## src/hw/rtl/dph_pkg.sv

```systemverilog
// Shared types and codes for the dual projection histogram.
`timescale 1ns / 1ps

package dph_pkg;

	localparam int POS_W   = 32;
	localparam int OUT_W   = 32;
	localparam int CMD_W   = 2;
	localparam int RC_IN_W = 8;
	localparam int PADDR_W = 4;
	localparam int PDATA_W = 32;
	localparam int PROD_W  = 24;  // product bits kept above the Q16.16 x Q8.24 point

	localparam logic [CMD_W-1:0] CMD_RECORD = 2'd0;
	localparam logic [CMD_W-1:0] CMD_READ   = 2'd1;
	localparam logic [CMD_W-1:0] CMD_CLEAR  = 2'd2;

	localparam logic [1:0] REG_RANGE_LOW  = 2'd0;
	localparam logic [1:0] REG_RANGE_HIGH = 2'd1;
	localparam logic [1:0] REG_BIN_SCALE  = 2'd2;

	localparam logic signed [POS_W-1:0] RANGE_LOW_RST  = -32'sd8296858;
	localparam logic signed [POS_W-1:0] RANGE_HIGH_RST = 32'sd8296858;
	localparam logic [POS_W-1:0]        BIN_SCALE_RST  = 32'd13981013;

	typedef struct packed {
		logic capture;   // latch the accepted request
		logic prep;      // edge compares and offsets
		logic mul;       // offset times scale
		logic bin;       // clamp to bin numbers
		logic addr_rec;  // cell addresses from the bins
		logic addr_rd;   // cell address from row and column
		logic mem_rd;    // read both stores
		logic mem_wr;    // write back incremented counts
		logic clr_wr;    // zero one cell of each store
		logic out_load;  // load the result register
	} dph_ctl_t;

	typedef struct packed {
		logic clr_last;
	} dph_sts_t;

endpackage

```

## src/hw/rtl/dph_ctrl.sv

```systemverilog
// Sequencer for record, read and clear requests and the clearing sweep.
`timescale 1ns / 1ps

module dph_ctrl
	import dph_pkg::*;
(
	input  logic             clk,
	input  logic             arst_n,
	input  logic             in_valid,
	output logic             in_stall,
	input  logic [CMD_W-1:0] cmd,
	output logic             out_valid,
	input  logic             out_stall,
	output dph_ctl_t         ctl,
	input  dph_sts_t         sts
);

	localparam logic [3:0] ST_IDLE  = 4'd0;
	localparam logic [3:0] ST_PREP  = 4'd1;
	localparam logic [3:0] ST_MUL   = 4'd2;
	localparam logic [3:0] ST_BIN   = 4'd3;
	localparam logic [3:0] ST_ADDR  = 4'd4;
	localparam logic [3:0] ST_RD    = 4'd5;
	localparam logic [3:0] ST_WR    = 4'd6;
	localparam logic [3:0] ST_RPREP = 4'd7;
	localparam logic [3:0] ST_RRD   = 4'd8;
	localparam logic [3:0] ST_ROUT  = 4'd9;
	localparam logic [3:0] ST_CLR   = 4'd10;

	logic [3:0] state_q, state_d;
	logic       out_valid_q;
	logic       accept;
	logic       out_free;

	assign in_stall  = (state_q != ST_IDLE);
	assign accept    = in_valid && !in_stall;
	assign out_valid = out_valid_q;
	assign out_free  = !out_valid_q || !out_stall;

	always_comb begin
		ctl     = '0;
		state_d = state_q;
		unique case (state_q)
			ST_IDLE: begin
				if (accept) begin
					ctl.capture = 1'b1;
					unique case (cmd)
						CMD_RECORD: state_d = ST_PREP;
						CMD_READ:   state_d = ST_RPREP;
						CMD_CLEAR:  state_d = ST_CLR;
						default:    state_d = ST_IDLE;
					endcase
				end
			end
			ST_PREP: begin
				ctl.prep = 1'b1;
				state_d  = ST_MUL;
			end
			ST_MUL: begin
				ctl.mul = 1'b1;
				state_d = ST_BIN;
			end
			ST_BIN: begin
				ctl.bin = 1'b1;
				state_d = ST_ADDR;
			end
			ST_ADDR: begin
				ctl.addr_rec = 1'b1;
				state_d      = ST_RD;
			end
			ST_RD: begin
				ctl.mem_rd = 1'b1;
				state_d    = ST_WR;
			end
			ST_WR: begin
				ctl.mem_wr = 1'b1;
				state_d    = ST_IDLE;
			end
			ST_RPREP: begin
				ctl.addr_rd = 1'b1;
				state_d     = ST_RRD;
			end
			ST_RRD: begin
				ctl.mem_rd = 1'b1;
				state_d    = ST_ROUT;
			end
			ST_ROUT: begin
				// wait here until the result register can take the count
				if (out_free) begin
					ctl.out_load = 1'b1;
					state_d      = ST_IDLE;
				end
			end
			ST_CLR: begin
				ctl.clr_wr = 1'b1;
				if (sts.clr_last) begin
					state_d = ST_IDLE;
				end
			end
			default: state_d = ST_IDLE;
		endcase
	end

	always_ff @(posedge clk or negedge arst_n) begin
		if (!arst_n) begin
			state_q     <= ST_CLR;
			out_valid_q <= 1'b0;
		end else begin
			state_q <= state_d;
			if (ctl.out_load) begin
				out_valid_q <= 1'b1;
			end else if (!out_stall) begin
				out_valid_q <= 1'b0;
			end
		end
	end

endmodule

```

## config.mk

```make
export PLATFORM = sky130hd
export DESIGN_NAME = dph_ctrl
export DESIGN_NICKNAME = d
export VERILOG_FILES = /design/src/hw/rtl/dph_pkg.sv /design/src/hw/rtl/dph_ctrl.sv
export SDC_FILE = /design/constraint.sdc
export NUM_CORES = 1
export LEC_CHECK = 0
export BUFFER_PORTS_ARGS = -buffer_cell sky130_fd_sc_hd__buf_4
export CORE_AREA = 3 3 40 42
export CTS_CLUSTER_DIAMETER = 60
export DETAILED_ROUTE_END_ITERATION = 8
export DIE_AREA = 0 0 43 45
export GPL_TIMING_DRIVEN = 0
export PLACE_DENSITY = 0.59
export SLEW_MARGIN = 20
export SYNTH_ARGS = -nofsm -noshare
export SYNTH_HDL_FRONTEND = slang
export SYNTH_SLANG_ARGS = --single-unit
```

## constraint.sdc

```tcl
create_clock -name clk -period 2.7 [get_ports clk]
set_clock_uncertainty 0.05 [all_clocks]
set_input_delay 0 -clock clk [delete_from_list [all_inputs] [get_ports clk]]
set_output_delay 0 -clock clk [all_outputs]
set_load 0.02 [all_outputs]
```

Yosys cells after proc, flatten, opt, wreduce, memory -nomap -nowiden
Index checks and enable logic that the tools add are counted.
Operators by class
  eq/ne operators: 16
  multiplexer cells: 19
  reductions and logical operators: 10
Operator list (count)
  one-hot mux 4 bit (10 select lines): 1
  == test 4 x 3 -> 1 bit, second input constant: 4
  two-way mux 1 bit: 14
  == test 4 bit, second input constant: 3
  two-way mux 4 bit: 3
  one-hot mux 4 bit (3 select lines): 1
  == test 4 x 2 -> 1 bit, second input constant: 2
  inequality test 2 bit, second input constant: 3
  == test 4 x 1 -> 1 bit, second input constant: 1
  logical NOT 4 bit: 1
  nonzero test 4 bit: 1
  logical NOT 1 bit: 3
  AND reduction 3 bit: 1
  == test 2 x 1 -> 1 bit, second input constant: 1
  == test 2 bit, second input constant: 1
  logical NOT 2 bit: 1
  inequality test 2 x 1 -> 1 bit, second input constant: 1
  OR reduction 2 bit: 1
  logical AND 1 bit: 1
  logical OR 1 bit: 1
Word-level totals
  register bits: 5
  bits of input ports: 7
  output and inout bits: 12
  word-level logic and storage cells: 47

Depth between registers and ports, before layout
Gate-level depths: netlist of the first run.
  depth in word-level cells: 5
  gate-level depth with buffers: 5
  depth with buffers taken out: 5

Worst setup path before layout of the first run
OpenSTA, ideal clock, no wires.
  path kind: register to register
  from: register state_q[0]
  to: register state_q[0]
  library setup time: 0.076 ns
  data arrival time: 1.516 ns
  required time: 2.574 ns
  setup slack: 1.058 ns
  cell stages (with the launch flop): 5
  buffers on the path: 1
  clock period less this slack: 1.642 ns
  cell sequence: dfrtp_1 > buf_6 > or4_4 > o32a_1 > o21ai_1
Between the ends
  longest elaborated chain between the ends: 5
  elaborated cells between the ends (all ways): 18
  those cells by class: eq/ne: 12; mux: 1; reduce/logical: 5
Ends and longest elaborated chain
  start, declared: RTL line dph_ctrl.sv:30  | logic [3:0] state_q, state_d;
  start signal, assigned: RTL line dph_ctrl.sv:109  | state_q <= state_d;
  nonzero test 4 bit: RTL line dph_ctrl.sv:35  | assign in_stall = (state_q != ST_IDLE);
  net in_stall: RTL line dph_ctrl.sv:10  | output logic in_stall,
  logical NOT 1 bit: RTL line dph_ctrl.sv:36  | assign accept = in_valid && !in_stall;
  logical AND 1 bit: RTL line dph_ctrl.sv:36
  inequality test 2 bit (no source line)
  AND reduction 3 bit (no source line)
The timed path passes the listed nets, and every way through them passes these cells.
A chain may end at the register's enable or synchronous reset.

Worst setup path after layout of the first run
  from: register state_q[3]
  to: register state_q[3]
Between the ends
  longest elaborated chain between the ends: 5
  elaborated cells between the ends (all ways): 18
  those cells by class: eq/ne: 12; mux: 1; reduce/logical: 5
Ends and longest elaborated chain (RTL line)
  nonzero test 4 bit: dph_ctrl.sv:35
  logical NOT 1 bit: dph_ctrl.sv:36
  logical AND 1 bit: dph_ctrl.sv:36
  inequality test 2 bit (no source line)
  AND reduction 3 bit (no source line)
Parallel ways exist; a longest one is shown, timed or not.

==> results of run 1 <==
-- worst paths after layout --
path | end | startpoint
min reg2reg | out_valid | out_valid
max | state_q[3] | state_q[3]
min in group asynchronous | state_q[2] | arst_n
max in group asynchronous | state_q[3] | arst_n
min | state_q[1] | sts
max reg2reg | state_q[3] | state_q[3]
-- worst min-delay path, stage by stage --
cell and delay, ns:
buf_4 0.08, nor3_1 0.05, a41o_1 0.20
-- cells in the final DEF (no fill, tap or decap), types with 2 or more instances in the layout --
cell and n:
nand2b_1 2, nor3_1 5, or3_1 2, o21ai_0 4, dfstp_2 2, nand2_1 5, buf_2 2, buf_4 18
nor2_1 8, dfrtp_1 3, ha_1 5, a21oi_1 4, clkbuf_4 3, dlygate4sd3_1 2, clkbuf_1 2, inv_1 4
-- power by group --
part	total (mW)	leakage, nW	internal [mW]	switching, mW
clock network	0.0863	0.0150	0.0559	0.0304
registers	0.147	0.0605	0.117	0.0299
logic	0.495	0.274	0.219	0.276
-- cell families (layout without fill, tap and decap cells) --
family                     Yosys count  count (layout)  synth area share [%]
AOI/OAI and AO/OA                   14              14                  17.8
xor gates and xnor gates             1               1                  1.80
DFF                                  5               5                  26.3
and+or+nand+nor                     29              29                  30.9
muxes                                1               1                  2.06
buffers and inverters                8              32                  8.25
adders and majority gates            5               5                  12.9
-- per-stage QoR --
stage                     setup slack [ns]  hold WS [ns]
after floorplan                       1.06        -0.346
final                                 1.04        0.0434
after CTS                             1.03        0.0336
after global routing                 0.955        0.0268
after global placement                1.04        -0.247
after detailed placement              1.04        -0.247
-- cells in the mapped netlist --
cell / number
buf_6: 1
xor2_1: 1
nor4_1: 1
clkbuf_1: 1
or2b_1: 1
nand2_1: 5
o21a_1: 1
inv_1: 4
nor2b_1: 1
dfrtp_1: 3
nor2_1: 8
or2_2: 1
ha_1: 5
o21ai_0: 4
o21ai_1: 1
o31ai_1: 1
a41o_1: 1
a21oi_1: 4
or4_4: 1
nor3_1: 5
and2_1: 1
o32a_1: 1
o22ai_1: 1
nand2b_1: 2
buf_2: 2
mux2i_1: 1
or3_1: 2
dfstp_2: 2
or4_1: 1
-- per-layer routing --
| layer | track usage (%) | up-vias | wire length (um) |
|---|---|---|---|
| li1 | - | 268 | - |
| met1 | 18.0 | 227 | 603 |
| met2 | 24.6 | 16 | 536 |
| met3 | 5.98 | 0 | 76 |
| met4 | 1.81 | 0 | 0 |
| met5 | 0 | - | 0 |
-- cell type report --
| class | count | area [um^2] |
|---|---|---|
| Clock buffer | 4 | 26.3 |
| Inverter | 4 | 15.0 |
| Buffer | 4 | 25.0 |
| Sequential cell | 5 | 128 |
| Fill cell | 133 | 599 |
| Multi-Input combinational cell | 50 | 318 |
| Tap cell | 15 | 18.8 |
| Timing Repair Buffer | 20 | 155 |
-- state kept, by name, summed over array words and instances (netlist names) --
signal / count
state_q: 4
out_valid: 1
-- repair_timing --
item	CTS	global route
hold endpoints to repair	6	0
setup endpoints to repair	0	0
hold buffers	2	0
==> impl_metrics.prom, run 1 <==
# TYPE chip_impl_metric gauge
chip_impl_info{name="run_status",value="completed"} 1
chip_impl_metric{name="timing.hold.worst_path_depth",unit=""} 3
chip_impl_metric{name="final_core_utilization",unit="%"} 53.4
chip_impl_info{name="synthTopCellsByArea",value="dfrtp_1 15%, ha_1 13%, dfstp_2 11%, nor2_1 6.2%, nor3_1 5.2%"} 1
chip_impl_metric{name="drt_wl_total",unit="mm"} 1.22
chip_impl_metric{name="core_area",unit="um^2"} 1280
chip_impl_metric{name="area_growth_from_synthesis_to_layout",unit="%"} 41.2
chip_impl_metric{name="ant_nets",unit=""} 0
chip_impl_metric{name="worst-r2r-cell-count",unit=""} 4
chip_impl_info{name="yosys.area.top_type",value="dfrtp_1"} 1
chip_impl_metric{name="post-route-drc-count",unit=""} 0
chip_impl_metric{name="cts.htree.levels",unit=""} 1
chip_impl_metric{name="hold_violation_count_in_the_final_report",unit=""} 0
chip_impl_metric{name="slew-limit-headroom",unit="%"} 73.0
chip_impl_info{name="clock_tree_from_tritoncts",value="done"} 1
chip_impl_metric{name="max_vdd_drop",unit="mV"} 0.446
chip_impl_info{name="cp_top_family",value="simple AND/OR/NAND/NOR gates"} 1
chip_impl_metric{name="grt_pass1_wl",unit="mm"} 2.13
chip_impl_metric{name="cts_buffer_depth",unit=""} 2
chip_impl_metric{name="post_cts_resized",unit=""} 0
chip_impl_metric{name="die_h",unit="um"} 45
chip_impl_metric{name="place.detailed.instances",unit=""} 96
chip_impl_metric{name="grt_pass1_vias",unit=""} 523
chip_impl_metric{name="via_per_inst",unit=""} 5.01
chip_impl_metric{name="final_cell_area",unit="um^2"} 686
chip_impl_metric{name="yosysSeqAreaShare",unit="%"} 26.3
chip_impl_metric{name="max_slew.worst_pin.slew",unit="ns"} 0.405
chip_impl_info{name="cp_cell_sequence",value="buf_2, nand2b_1, nor2_1, or4_1"} 1
chip_impl_metric{name="cts_sinks",unit=""} 5
chip_impl_metric{name="worstPathArrival",unit="ns"} 1.76
chip_impl_metric{name="clock_network_latency_to_the_later_pin_of_the_worst_skew_pair",unit="ns"} 0.24
chip_impl_metric{name="fp.dieArea",unit="um^2"} 1940
chip_impl_metric{name="groute.usage.overall",unit="%"} 14.5
chip_impl_info{name="worst_path_max_delay_cell",value="dfstp_2"} 1
chip_impl_metric{name="synthesis.area",unit="um^2"} 485
chip_impl_info{name="holdCritPathClass",value="in -> reg"} 1
chip_impl_metric{name="final-setup-viol-count",unit=""} 0
chip_impl_metric{name="drtIter0Drc",unit=""} 8
chip_impl_metric{name="final_nets",unit=""} 100
chip_impl_metric{name="drv_slew",unit=""} 0
chip_impl_metric{name="worst-endpoint-required",unit="ns"} 2.80
chip_impl_metric{name="post-synth-top-area-fraction",unit="%"} 15.5
chip_impl_metric{name="total_leakage_power",unit="nW"} 0.350
chip_impl_metric{name="placement.cell_area",unit="um^2"} 639
chip_impl_metric{name="max_cap_viol_count",unit=""} 0
chip_impl_metric{name="critical_path_max_stage_delay",unit="ns"} 0.53
chip_impl_info{name="classification_of_the_worst_setup_path",value="reg -> reg"} 1
chip_impl_metric{name="overflow",unit=""} 0
chip_impl_metric{name="ios",unit=""} 19
chip_impl_metric{name="detail_route.wl_per_cell",unit="um"} 11.9
chip_impl_metric{name="post_route_cells_drive_above_1_share",unit="%"} 32.2
chip_impl_metric{name="timing.critical_path.buf_inv",unit=""} 1
chip_impl_metric{name="detailroute.via_count",unit=""} 511
chip_impl_metric{name="synth-warning-count",unit=""} 0
chip_impl_metric{name="n_antenna_cell",unit=""} 0
chip_impl_metric{name="die_w",unit="um"} 43
chip_impl_metric{name="max_freq",unit="MHz"} 602
chip_impl_metric{name="synth.net_count",unit=""} 75
chip_impl_metric{name="initial_utilization",unit="%"} 37.8
chip_impl_metric{name="rrSetupSlack",unit="ns"} 1.04
chip_impl_info{name="crit_path_end_kind",value="flop"} 1
chip_impl_info{name="cts.root.buffer_cell",value="clkbuf_4"} 1
chip_impl_metric{name="syn-instance-count",unit=""} 63
chip_impl_metric{name="gpl.final_weighted_congestion",unit=""} 0.796
chip_impl_metric{name="final_instance_count_without_filler_cells",unit=""} 102
chip_impl_metric{name="yosys_register_bits",unit=""} 5
chip_impl_metric{name="p_per_area",unit="nW/um^2"} 1060
chip_impl_metric{name="clock_transition_at_path_regs",unit="ns"} 0.04
chip_impl_metric{name="post_cts_setup_buffers",unit=""} 0
chip_impl_metric{name="timing.critical_path.fanout_max",unit=""} 10
chip_impl_metric{name="drt-pass1-iter-count",unit=""} 4
chip_impl_metric{name="synth.distinct_cells",unit=""} 29
chip_impl_metric{name="fin_setup_tns",unit="ns"} 0
chip_impl_metric{name="port_buffers",unit=""} 18
chip_impl_info{name="rsz0062_at_grt",value="false"} 1
chip_impl_info{name="setup.worst_path.start_class",value="flop"} 1
chip_impl_metric{name="post-route-period-util",unit="%"} 61.5
chip_impl_metric{name="hpwl",unit="um"} 921
chip_impl_metric{name="synthesis.area_per_instance",unit="um^2"} 7.71
chip_impl_metric{name="period_minus_slack",unit="ns"} 1.66
chip_impl_metric{name="critical_path_depth",unit=""} 4
chip_impl_metric{name="cts_inserted_buffers",unit=""} 3
chip_impl_metric{name="pin_count_of_the_biggest_net_entering_global_routing",unit=""} 11
chip_impl_metric{name="num_rows",unit=""} 13
chip_impl_metric{name="fin_total_pwr",unit="uW"} 728
chip_impl_metric{name="number_of_antenna_violations_at_the_first_check_in_global_routing",unit=""} 0
No activity file was read; power rests on OpenSTA's default activity.
==> inputs of run 2 (changes only) <==
- clock period: 2.7 -> 1.6 ns (I/O delays scaled with it)
==> impl_metrics.prom, run 2 (synthesis gave the netlist of run 1 again) <==
# TYPE chip_impl_metric gauge
chip_impl_info{name="run_status",value="completed"} 1
chip_impl_metric{name="final.fill_count",unit=""} 127
chip_impl_info{name="largest-register",value="state_q"} 1
chip_impl_metric{name="whs",unit="ns"} 0.0414
chip_impl_metric{name="ios",unit=""} 19
chip_impl_metric{name="core_area",unit="um^2"} 1280
chip_impl_info{name="classification_of_the_worst_setup_path",value="reg -> reg"} 1
chip_impl_metric{name="worst-endpoint-required",unit="ns"} 1.72
chip_impl_metric{name="ant_nets",unit=""} 0
chip_impl_metric{name="hold_violation_count_in_the_final_report",unit=""} 0
chip_impl_metric{name="max_cap_viol_count",unit=""} 0
chip_impl_metric{name="period_minus_slack",unit="ns"} 1.55
chip_impl_metric{name="detailroute.via_count",unit=""} 536
chip_impl_metric{name="total_leakage_power",unit="nW"} 0.393
chip_impl_metric{name="post-route-period-util",unit="%"} 96.9
chip_impl_info{name="cts.root.buffer_cell",value="clkbuf_4"} 1
chip_impl_metric{name="max_freq",unit="MHz"} 645
chip_impl_metric{name="pin_count_of_the_biggest_net_entering_global_routing",unit=""} 11
chip_impl_metric{name="cts_buffer_depth",unit=""} 2
chip_impl_metric{name="grt_pass1_vias",unit=""} 492
chip_impl_metric{name="cts.htree.levels",unit=""} 1
chip_impl_info{name="final_cell_mix",value="25 x buf_4, 7 x nor2_1, 5 x nand2_1, 5 x ha_1"} 1
chip_impl_metric{name="post-route-drc-count",unit=""} 0
chip_impl_metric{name="clock_network_latency_to_the_later_pin_of_the_worst_skew_pair",unit="ns"} 0.24
chip_impl_metric{name="timing.critical_path.fanout_max",unit=""} 6
chip_impl_metric{name="gpl.final_weighted_congestion",unit=""} 0.830
chip_impl_metric{name="area_growth_from_synthesis_to_layout",unit="%"} 58.8
chip_impl_metric{name="max_reg_flops",unit=""} 4
chip_impl_metric{name="drtIter0Drc",unit=""} 12
chip_impl_metric{name="grt_pass1_wl",unit="mm"} 2.11
chip_impl_metric{name="port_buffers",unit=""} 18
chip_impl_metric{name="cts_sinks",unit=""} 5
chip_impl_metric{name="groute.usage.overall",unit="%"} 14.8
chip_impl_info{name="setup.worst_path.start_class",value="flop"} 1
chip_impl_metric{name="p_per_area",unit="nW/um^2"} 1830
chip_impl_info{name="clock_tree_from_tritoncts",value="done"} 1
chip_impl_metric{name="fp.dieArea",unit="um^2"} 1940
chip_impl_metric{name="placement.cell_area",unit="um^2"} 649
chip_impl_metric{name="number_of_antenna_violations_at_the_first_check_in_global_routing",unit=""} 0
chip_impl_metric{name="drt_wl_total",unit="mm"} 1.30
chip_impl_info{name="rsz0062_at_grt",value="false"} 1
chip_impl_metric{name="slew-limit-headroom",unit="%"} 83.5
chip_impl_metric{name="fin_setup_tns",unit="ns"} 0
chip_impl_info{name="crit_path_end_kind",value="flop"} 1
chip_impl_metric{name="n_antenna_cell",unit=""} 0
chip_impl_metric{name="clock_transition_at_path_regs",unit="ns"} 0.04
chip_impl_metric{name="die_w",unit="um"} 43
chip_impl_metric{name="num_rows",unit=""} 13
chip_impl_info{name="holdCritPathClass",value="in -> async"} 1
chip_impl_metric{name="max_vdd_drop",unit="mV"} 0.949
chip_impl_metric{name="overflow",unit=""} 0
chip_impl_info{name="most_common_cell_after_layout_fill_and_taps_aside",value="buf_4"} 1
chip_impl_metric{name="die_h",unit="um"} 45
chip_impl_metric{name="final_cell_area",unit="um^2"} 771
chip_impl_metric{name="cts_inserted_buffers",unit=""} 3
chip_impl_metric{name="initial_utilization",unit="%"} 37.8
chip_impl_metric{name="drt-pass1-iter-count",unit=""} 4
chip_impl_metric{name="detail_route.wl_per_cell",unit="um"} 12.1
chip_impl_metric{name="drv_slew",unit=""} 0
chip_impl_metric{name="final-setup-viol-count",unit=""} 0
chip_impl_metric{name="via_per_inst",unit=""} 4.96
chip_impl_metric{name="post_route_cells_drive_above_1_share",unit="%"} 45.2
chip_impl_metric{name="place.detailed.instances",unit=""} 96
chip_impl_metric{name="hpwl",unit="um"} 930
chip_impl_metric{name="worstPathArrival",unit="ns"} 1.67
chip_impl_metric{name="final_nets",unit=""} 106
chip_impl_metric{name="final_instance_count_without_filler_cells",unit=""} 108
chip_impl_metric{name="max_slew.worst_pin.slew",unit="ns"} 0.245
## run 2: final cells by class
| cell class | count | area [um^2] | share of cell area (%) |
|---|---|---|---|
| tap | 15 | 18.8 | 2.44 |
| timing repair buffer | 26 | 200 | 26.0 |
| sequential | 5 | 129 | 16.7 |
| buffer | 4 | 35.0 | 4.55 |
| clock buffer | 4 | 26.3 | 3.41 |
| multi-input combinational | 50 | 347 | 45.0 |
| inverter | 4 | 15.0 | 1.95 |
## run 2: critical path, cell delays in order (launching register included)
cell,delay (ns)
dfrtp_2,0.44
or4_4,0.51
o32a_1,0.35
o21ai_1,0.13
## run 2: repair_timing
item,CTS,global route
resized for setup,3,9
hold endpoints to repair,6,0
setup endpoints to repair,3,6
hold buffers,2,0
setup buffers,1,5
## run 2: power by group
group,internal (mW),switching [mW]
logic,0.490,0.514
clock network,0.0943,0.0525
registers,0.200,0.0598
total,0.784,0.626
## run 2: worst paths after layout
kind | from | to | slack (ns) | depth (start not counted)
worst min register to register | out_valid | out_valid | 0.51 | 2
min in group clk | sts | state_q[1] | 0.04 | 3
worst min-delay path | arst_n | state_q[0] | 0.04 | 2
worst max-delay path | state_q[2] | state_q[0] | 0.05 | 3
worst max register to register | state_q[2] | state_q[0] | 0.05 | 3
max in group asynchronous | arst_n | state_q[3] | 1.27 | 2
## run 2: metrics by stage
stage	total power [mW]	setup WS (ns)	utilization, %
after floorplan	0.841	0.0429	-
after global placement	1.12	-0.0292	50.5
after detailed placement	1.11	-0.0207	50.5
after CTS	1.31	0.00355	55.6
after global routing	1.52	0.00556	60.0
final	1.41	0.0496	60.0
## run 2: metal layers
layer | track usage (%) | up-vias | part of all wire, %
met5 | 0 | - | 0
met4 | 9.04 | 0 | 0.61
met3 | 3.59 | 3 | 5.1
met1 | 19.3 | 239 | 49
met2 | 22.2 | 15 | 45
li1 | - | 279 | -
==> inputs of run 3 (changes only) <==
- clock period: 1.6 -> 1.64 ns (I/O delays scaled with it)
==> impl_metrics.prom, run 3 (synthesis gave the netlist of run 1 again) <==
# TYPE chip_impl_metric gauge
chip_impl_info{name="run_status",value="completed"} 1
chip_impl_metric{name="worst-endpoint-required",unit="ns"} 1.75
chip_impl_metric{name="timing.critical_path.fanout_max",unit=""} 10
chip_impl_metric{name="port_buffers",unit=""} 18
chip_impl_metric{name="cts_buffer_depth",unit=""} 2
chip_impl_metric{name="cts_inserted_buffers",unit=""} 3
chip_impl_info{name="cts.root.buffer_cell",value="clkbuf_4"} 1
chip_impl_metric{name="via_per_inst",unit=""} 5.18
chip_impl_metric{name="max_freq",unit="MHz"} 636
chip_impl_info{name="crit_path_end_kind",value="flop"} 1
chip_impl_metric{name="detail_route.wl_per_cell",unit="um"} 12.5
chip_impl_metric{name="multi_input_comb_area",unit="um^2"} 330
chip_impl_info{name="classification_of_the_worst_setup_path",value="reg -> reg"} 1
chip_impl_metric{name="final-setup-viol-count",unit=""} 0
chip_impl_metric{name="num_rows",unit=""} 13
chip_impl_metric{name="grt_pass1_wl",unit="mm"} 2.17
chip_impl_metric{name="drt-pass1-iter-count",unit=""} 4
chip_impl_metric{name="gpl.final_weighted_congestion",unit=""} 0.792
chip_impl_metric{name="post_route_cells_drive_above_1_share",unit="%"} 36.4
chip_impl_metric{name="max_slew.worst_pin.slew",unit="ns"} 0.412
chip_impl_metric{name="cts.htree.levels",unit=""} 1
chip_impl_metric{name="hold_violation_count_in_the_final_report",unit=""} 0
chip_impl_info{name="rsz0062_at_grt",value="false"} 1
chip_impl_metric{name="worstPathArrival",unit="ns"} 1.68
chip_impl_metric{name="whs",unit="ns"} 0.0320
chip_impl_metric{name="p_per_area",unit="nW/um^2"} 1790
chip_impl_metric{name="cts_sinks",unit=""} 5
chip_impl_metric{name="slew-limit-headroom",unit="%"} 72.5
chip_impl_metric{name="seq_area",unit="um^2"} 129
chip_impl_metric{name="period_minus_slack",unit="ns"} 1.57
chip_impl_metric{name="fp.dieArea",unit="um^2"} 1940
chip_impl_metric{name="max_vdd_drop",unit="mV"} 0.960
chip_impl_metric{name="die_w",unit="um"} 43
chip_impl_info{name="final_cell_mix",value="20 x buf_4, 8 x nor2_1, 5 x nor3_1, 5 x nand2_1, 5 x ha_1"} 1
chip_impl_metric{name="core_area",unit="um^2"} 1280
chip_impl_info{name="setup.worst_path.start_class",value="flop"} 1
chip_impl_metric{name="clock_transition_at_path_regs",unit="ns"} 0.05
chip_impl_metric{name="pin_count_of_the_biggest_net_entering_global_routing",unit=""} 11
chip_impl_metric{name="detailroute.via_count",unit=""} 534
chip_impl_info{name="clock_tree_from_tritoncts",value="done"} 1
chip_impl_metric{name="n_antenna_cell",unit=""} 0
chip_impl_metric{name="number_of_antenna_violations_at_the_first_check_in_global_routing",unit=""} 0
chip_impl_metric{name="groute.usage.overall",unit="%"} 14.9
chip_impl_metric{name="post-route-drc-count",unit=""} 0
chip_impl_metric{name="final_nets",unit=""} 101
chip_impl_metric{name="post-route-period-util",unit="%"} 95.9
chip_impl_metric{name="final.fill_count",unit=""} 132
chip_impl_metric{name="max_reg_flops",unit=""} 4
chip_impl_metric{name="drtIter0Drc",unit=""} 13
chip_impl_metric{name="fin_total_pwr",unit="mW"} 1.27
chip_impl_metric{name="max_cap_viol_count",unit=""} 0
chip_impl_metric{name="hpwl",unit="um"} 927
chip_impl_metric{name="ios",unit=""} 19
chip_impl_metric{name="area_growth_from_synthesis_to_layout",unit="%"} 46.6
chip_impl_metric{name="drt_wl_total",unit="mm"} 1.29
chip_impl_info{name="most_common_cell_after_layout_fill_and_taps_aside",value="buf_4"} 1
chip_impl_info{name="largest-register",value="state_q"} 1
chip_impl_metric{name="grt_pass1_vias",unit=""} 506
chip_impl_metric{name="drv_slew",unit=""} 0
chip_impl_metric{name="die_h",unit="um"} 45
chip_impl_metric{name="initial_utilization",unit="%"} 37.8
chip_impl_info{name="holdCritPathClass",value="in -> async"} 1
chip_impl_metric{name="overflow",unit=""} 0
chip_impl_metric{name="total_leakage_power",unit="nW"} 0.358
chip_impl_metric{name="ant_nets",unit=""} 0
chip_impl_metric{name="clock_network_latency_to_the_later_pin_of_the_worst_skew_pair",unit="ns"} 0.25
## run 3: cell count changes in the layout (fill, tap and decap cells not counted), sizes merged
cell	before	now
buf	27	21
clkbuf	5	6
## run 3: what timing repair did
item                                   in CTS  in global routing
setup endpoints to repair                   2                  5
gates resized for setup                     1                  6
setup buffers                               1                  0
endpoints found under the hold margin       6                  0
hold buffers                                2                  0
gates cloned                                0                  0
## run 3: report_power, final
group	internal [mW]	switching, mW
clock	0.0924	0.0583
sequential	0.195	0.0543
combinational	0.400	0.471
## run 3: path summary, 6_finish.rpt
check / startpoint / to / slack [ns] / cells after the start
min: arst_n / state_q[2] / 0.03 / 2
min reg2reg: out_valid / out_valid / 0.49 / 2
max reg2reg: state_q[3] / state_q[3] / 0.07 / 4
max in group asynchronous: arst_n / state_q[3] / 1.30 / 2
min in group clk: sts / state_q[1] / 0.04 / 3
max: state_q[3] / state_q[3] / 0.07 / 4
## run 3: per-stage QoR
stage / cells / setup WS [ns] / setup TNS, ns / utilization [%] / cell area, um^2
after global placement: 96 / -0.0442 / -0.0442 / 49.8 / 639
after floorplan: 63 / 0.0120 / 0 / - / 485
after CTS: 103 / 0.00591 / 0 / 54.5 / 701
after global routing: 103 / 0.00704 / 0 / 55.4 / 712
final: 103 / 0.0671 / 0 / 55.4 / 712
after detailed placement: 96 / -0.0103 / -0.0103 / 49.8 / 639
## run 3: layout make-up
| cell class | count | share of cell area [%] |
|---|---|---|
| Buffer | 4 | 4.22 |
| Sequential cell | 5 | 18.1 |
| Multi-Input combinational cell | 50 | 46.4 |
| Tap cell | 15 | 2.64 |
| Timing Repair Buffer | 21 | 22.8 |
| Clock buffer | 4 | 3.69 |
| Inverter | 4 | 2.11 |
## run 3: critical path, cell delays in order, from the launching register on
cell	delay (ns)
dfstp_2	0.54
buf_4	0.17
nand2b_4	0.15
nor2_1	0.06
or4_1	0.51
## run 3: per-layer routing
metal	up-vias	part of all wire, %	GRT usage (%)
li1	269	-	-
met5	-	0	0
met3	2	7.1	3.98
met2	28	47	23.7
met4	0	0.78	7.23
met1	235	45	18.8
